$ cat config.mk
export PLATFORM = sky130hd
export DESIGN_NAME = pqtm_div_pipe
export DESIGN_NICKNAME = d
export VERILOG_FILES = /design/src/pq_rgb_pixel_tonemap_top_macros.svh /design/src/pqtm_div_pipe.sv
export SDC_FILE = /design/constraint.sdc
export NUM_CORES = 2
export LEC_CHECK = 0
export BUFFER_PORTS_ARGS = -buffer_cell sky130_fd_sc_hd__clkbuf_2
export CORE_MARGIN = 4
export CORE_UTILIZATION = 25
export CTS_BUF_LIST = sky130_fd_sc_hd__clkbuf_4 sky130_fd_sc_hd__clkbuf_8 sky130_fd_sc_hd__clkbuf_16
export DETAILED_ROUTE_END_ITERATION = 12
export GPL_TIMING_DRIVEN = 0
export PLACE_DENSITY = 0.46
export RECOVER_POWER = 100
export SLEW_MARGIN = 10
export SYNTH_ARGS = -nofsm -noshare
export SYNTH_HDL_FRONTEND = slang
export SYNTH_SLANG_ARGS = --single-unit
$ cat constraint.sdc
create_clock -name clk -period 16.87 [get_ports clk]
set_input_delay 0.8435 -clock clk [delete_from_list [all_inputs] [get_ports clk]]
set_output_delay 0.8435 -clock clk [all_outputs]
set_load 0.02 [all_outputs]
$ cat src/pq_rgb_pixel_tonemap_top_macros.svh
// assertion helpers for the tonemap pipeline
`ifndef PQ_RGB_PIXEL_TONEMAP_TOP_MACROS_SVH
`define PQ_RGB_PIXEL_TONEMAP_TOP_MACROS_SVH

// same-cycle implication
`define PQTM_ASSERT_SAME(label, clk, rst_n, ante, cons) \
    label: assert property (@(posedge clk) disable iff (!rst_n) (ante) |-> (cons)) \
        else $error("pqtm same-cycle check failed");

// next-cycle implication
`define PQTM_ASSERT_NEXT(label, clk, rst_n, ante, cons) \
    label: assert property (@(posedge clk) disable iff (!rst_n) (ante) |=> (cons)) \
        else $error("pqtm next-cycle check failed");

`endif

$ cat src/pqtm_div_pipe.sv
`default_nettype none
// pipelined restoring divider, two quotient bits per stage, Q_W even,
// requires num < den << Q_W and NUM_W <= DEN_W + Q_W
module pqtm_div_pipe #(
    parameter int NUM_W  = 38,
    parameter int DEN_W  = 21,
    parameter int Q_W    = 30,
    parameter int LANES  = 1,
    parameter int SIDE_W = 1
) (
    input  wire logic                             clk,
    input  wire logic                             rst_n,
    input  wire logic                             en,
    input  wire logic                             in_valid,
    input  wire logic [LANES-1:0][NUM_W-1:0]      num,
    input  wire logic [LANES-1:0][DEN_W-1:0]      den,
    input  wire logic [SIDE_W-1:0]                side_in,
    output logic                                  out_valid,
    output logic [LANES-1:0][Q_W-1:0]             quo,
    output logic [SIDE_W-1:0]                     side_out
);

    localparam int ST = Q_W / 2;
    localparam int CW = DEN_W + Q_W;

    logic [ST-1:0]                 valid_reg;
    logic [LANES-1:0][NUM_W-1:0]   rem_reg  [ST];
    logic [LANES-1:0][DEN_W-1:0]   den_reg  [ST];
    logic [LANES-1:0][Q_W-1:0]     quo_reg  [ST];
    logic [SIDE_W-1:0]             side_reg [ST];

    genvar s;
    for (s = 0; s < ST; s++) begin : g_stage
        localparam int HI = Q_W - 1 - 2 * s;

        logic                        valid_cur;
        logic [LANES-1:0][NUM_W-1:0] rem_cur;
        logic [LANES-1:0][NUM_W-1:0] rem_next;
        logic [LANES-1:0][DEN_W-1:0] den_cur;
        logic [LANES-1:0][Q_W-1:0]   quo_cur;
        logic [LANES-1:0][Q_W-1:0]   quo_next;
        logic [SIDE_W-1:0]           side_cur;

        // stage input select
        if (s == 0) begin : g_head
            assign valid_cur = in_valid;
            assign rem_cur   = num;
            assign den_cur   = den;
            assign quo_cur   = '0;
            assign side_cur  = side_in;
        end else begin : g_body
            assign valid_cur = valid_reg[s-1];
            assign rem_cur   = rem_reg[s-1];
            assign den_cur   = den_reg[s-1];
            assign quo_cur   = quo_reg[s-1];
            assign side_cur  = side_reg[s-1];
        end

        // two compare and subtract steps per lane
        always_comb
        begin
            logic [CW-1:0] r;
            logic [CW-1:0] d;
            rem_next = rem_cur;
            quo_next = quo_cur;
            for (int l = 0; l < LANES; l++)
            begin
                r = CW'(rem_cur[l]);
                d = CW'(den_cur[l]) << HI;
                if (r >= d)
                begin
                    r = r - d;
                    quo_next[l][HI] = 1'b1;
                end
                d = CW'(den_cur[l]) << (HI - 1);
                if (r >= d)
                begin
                    r = r - d;
                    quo_next[l][HI-1] = 1'b1;
                end
                rem_next[l] = r[NUM_W-1:0];
            end
        end

        // stage valid
        always_ff @(posedge clk or negedge rst_n)
        begin
            if (!rst_n)
            begin
                valid_reg[s] <= 1'b0;
            end
            else if (en)
            begin
                valid_reg[s] <= valid_cur;
            end
        end

        // stage payload
        always_ff @(posedge clk)
        begin
            if (en)
            begin
                rem_reg[s]  <= rem_next;
                den_reg[s]  <= den_cur;
                quo_reg[s]  <= quo_next;
                side_reg[s] <= side_cur;
            end
        end
    end

    assign out_valid = valid_reg[ST-1];
    assign quo       = quo_reg[ST-1];
    assign side_out  = side_reg[ST-1];

endmodule
`default_nettype wire

==> reports/metrics.cfg <==
[critical_path]
reg2reg_slack_ns = 7.52
worst-path-max-fanout = 100
crit_path_start_kind = primary input
crit_start = en
crit_type = in -> reg
rr_startpoint = rem_reg[0][243]
required_ns = 17.19
cp-end-kind = flip-flop
cp.arrival_ns = 11.82

[route]
dr.pass1.iters = 5
drc = 0
viasPerCell = 4.71
num_vias = 50029
avgRoutedWirePerCell_um = 18.1
drt_first_iter_violations = 3194
ant_nets = 0
wirelength_um = 193000

[die]
dieArea_um2 = 289000
rows = 194
io_pins = 96
core_area_um2 = 279000
fp.dieW_um = 537
floorplan.initialDensity_pct = 25.1
die_y_um = 537

[pwr]
ir_drop_mv = 0.0880
p_per_area_nw_per_um2 = 186
p_seq_share_pct = 27.9
internal_power_mw = 8.92
p_total_mw = 14.9
switching_share_pct = 40.0
leakagePower_nw = 31.0
p_clk_share_pct = 21.1
p_comb_share_pct = 51.0
p_switching_mw = 5.94

[global_routing]
grt_util_all_layers_pct = 13.0
grt_pass1_wl_um = 294000
grt_max_degree = 110
antenna_found_initial = 3
overflow = 0
grt_pass1_vias = 49910

[cells_and_area]
area_delta_synth_final_pct = 14.2
post-route-util_pct = 28.6
largest_reg_flops = 532
instances_no_fill = 10630
fin_nets = 7484
layout-drive-gt1-share_pct = 7.86
multiInputGateArea_um2 = 34200
fillers = 29093
regArea_um2 = 32800
layout_common_cells = edfxtp_1, ha_1, inv_1, a21oi_1, nand2_1
final_common_cell = edfxtp_1

[sta]
fmax_mhz = 86.9
finalSetupViolCount = 0
relSlewSlack_pct = -271
slew_viol_final = 492
grt_setup_unrepaired = no
hold_violations = 0
fin_crit_sh_pct = 68.2
period_needed_ns = 11.50
skew_ns = 0.0824
tightest_slew_ns = 5.56

[placed_design]
place_congestion = 0.883
io_buffer_count = 95
dp_hpwl_um = 153000
dp_cells = 10377

[outcome]
violations = max-capacitance violations, max-slew violations
status = complete, but fails checks

[synthesis]
ys_seq_area_share_pct = 46.9
async_flop_share_pct = 1.37
syn_avg_cell_area_um2 = 10.7
syn_inst = 6545
synth_edf_count = 1081
ys_ff_latch = 1096
synth_nets = 7226
synthDistinctLibCells = 118
yosys_warnings = 0
synth_area_um2 = 70000
synthFlopType = edfxtp_1

[cts]
cts_setup_buffers = 0
cts_tree = built
clk_pin_slew_ns = 0.05
cts_buffer_depth = 4
clock_latency_ns = 0.84
cts_hold_buf = 1
cts_max_level = 4
cts_resized = 0
cts_sinks = 1096
cts_root_buf = clkbuf_16
cts_inserted_buffers = 147

[flow_run]
drv_cap = 8

[min_path]
min-delay-start = num[7]
holdCritPathClass = in -> reg

==> per-stage QoR <==
step                      TNS [ns]  hold slack (ns)  instance area [um^2]  worst slack, ns
final                            0            0.251                 79900             5.37
after global placement    -5119.59            0.402                 75100            -5.01
after floorplan                  0            0.400                 70000            10.41
after global routing             0            0.196                 79900             4.06
after CTS                        0            0.162                 80400             8.16
after detailed placement         0            0.405                 75500             8.20
==> routing by layer <==
metal	share of wire, %	vias to the layer above	track usage, %
met2	47	1004	21.6
met1	46	23928	17.2
li1	-	24791	-
met4	3.3	0	4.29
met5	0	-	0
met3	4.0	306	1.91
==> critical path, cell delays in order <==
cell,delay [ns]
clkbuf_1,0.40
clkbuf_1,3.57
clkbuf_1,3.82
clkbuf_1,2.86
==> power groups by stage <==
stage | logic, mW | clock network, mW | registers, mW
global route | 8.45 | 3.38 | 4.20
finish | 7.57 | 3.14 | 4.15
CTS | 7.69 | 3.27 | 4.16
floorplan | 5.85 | 0 | 4.00
global placement | 7.58 | 0 | 4.33
detailed placement | 7.62 | 0 | 4.21
==> synthesized netlist by cell type (all sizes together) (18+ instances only) <==
master	instances	area, um^2
mux2	238	2700
inv	588	2210
or2	38	238
o31ai	50	380
xnor2	344	3010
o21bai	74	559
a211oi	48	378
o21a	65	489
or3	50	323
xor2	145	1270
nor2b	86	538
o211ai	38	290
o21ai	393	1970
a21boi	33	259
a21oi	525	2670
nor4	94	601
and2	29	181
nand4	107	676
mux2i	24	240
or4	18	139
and4	30	263
and3	56	357
nand2	453	1700
nand3	117	591
fa	29	581
nor3	108	557
edfxtp	1081	32500
ha	588	7360
buf	48	313
a21o	257	1930
clkbuf	76	290
nand2b	59	369
a31oi	37	238
nor2	380	1450
==> layout make-up <==
cell class | instances | share of cell area, %
repair buffers | 109 | 0.751
plain buffers | 124 | 0.654
diodes | 1 | 0.00313
clock buffers | 170 | 4.89
multi-input cells | 4735 | 42.8
inverters | 590 | 2.77
clock inverters | 81 | 1.20
flip-flops and latches | 1096 | 41.1
well taps | 3724 | 5.83
==> path summary, 6_finish.rpt <==
| kind | endpoint | cells after the start |
|---|---|---|
| max in group asynchronous | g_stage[7].valid_cur | 2 |
| max reg2reg | rem_reg[0][302] | 28 |
| min in group asynchronous | g_stage[1].valid_cur | 2 |
| min | rem_reg[0][7] | 1 |
| min reg2reg | quo_reg[1][137] | 0 |
| max | den_reg[0][31] | 4 |
==> cells by family after synthesis <==
logic type / synth area share, %
DFF: 46.9
muxes: 4.20
AOI/OAI and AO/OA: 15.4
and+or+nand+nor: 12.0
xor gates and xnor gates: 6.12
buffers and inverters: 4.02
adders and majority gates: 11.3
Note: power is estimated with default switching activity, not from simulation.
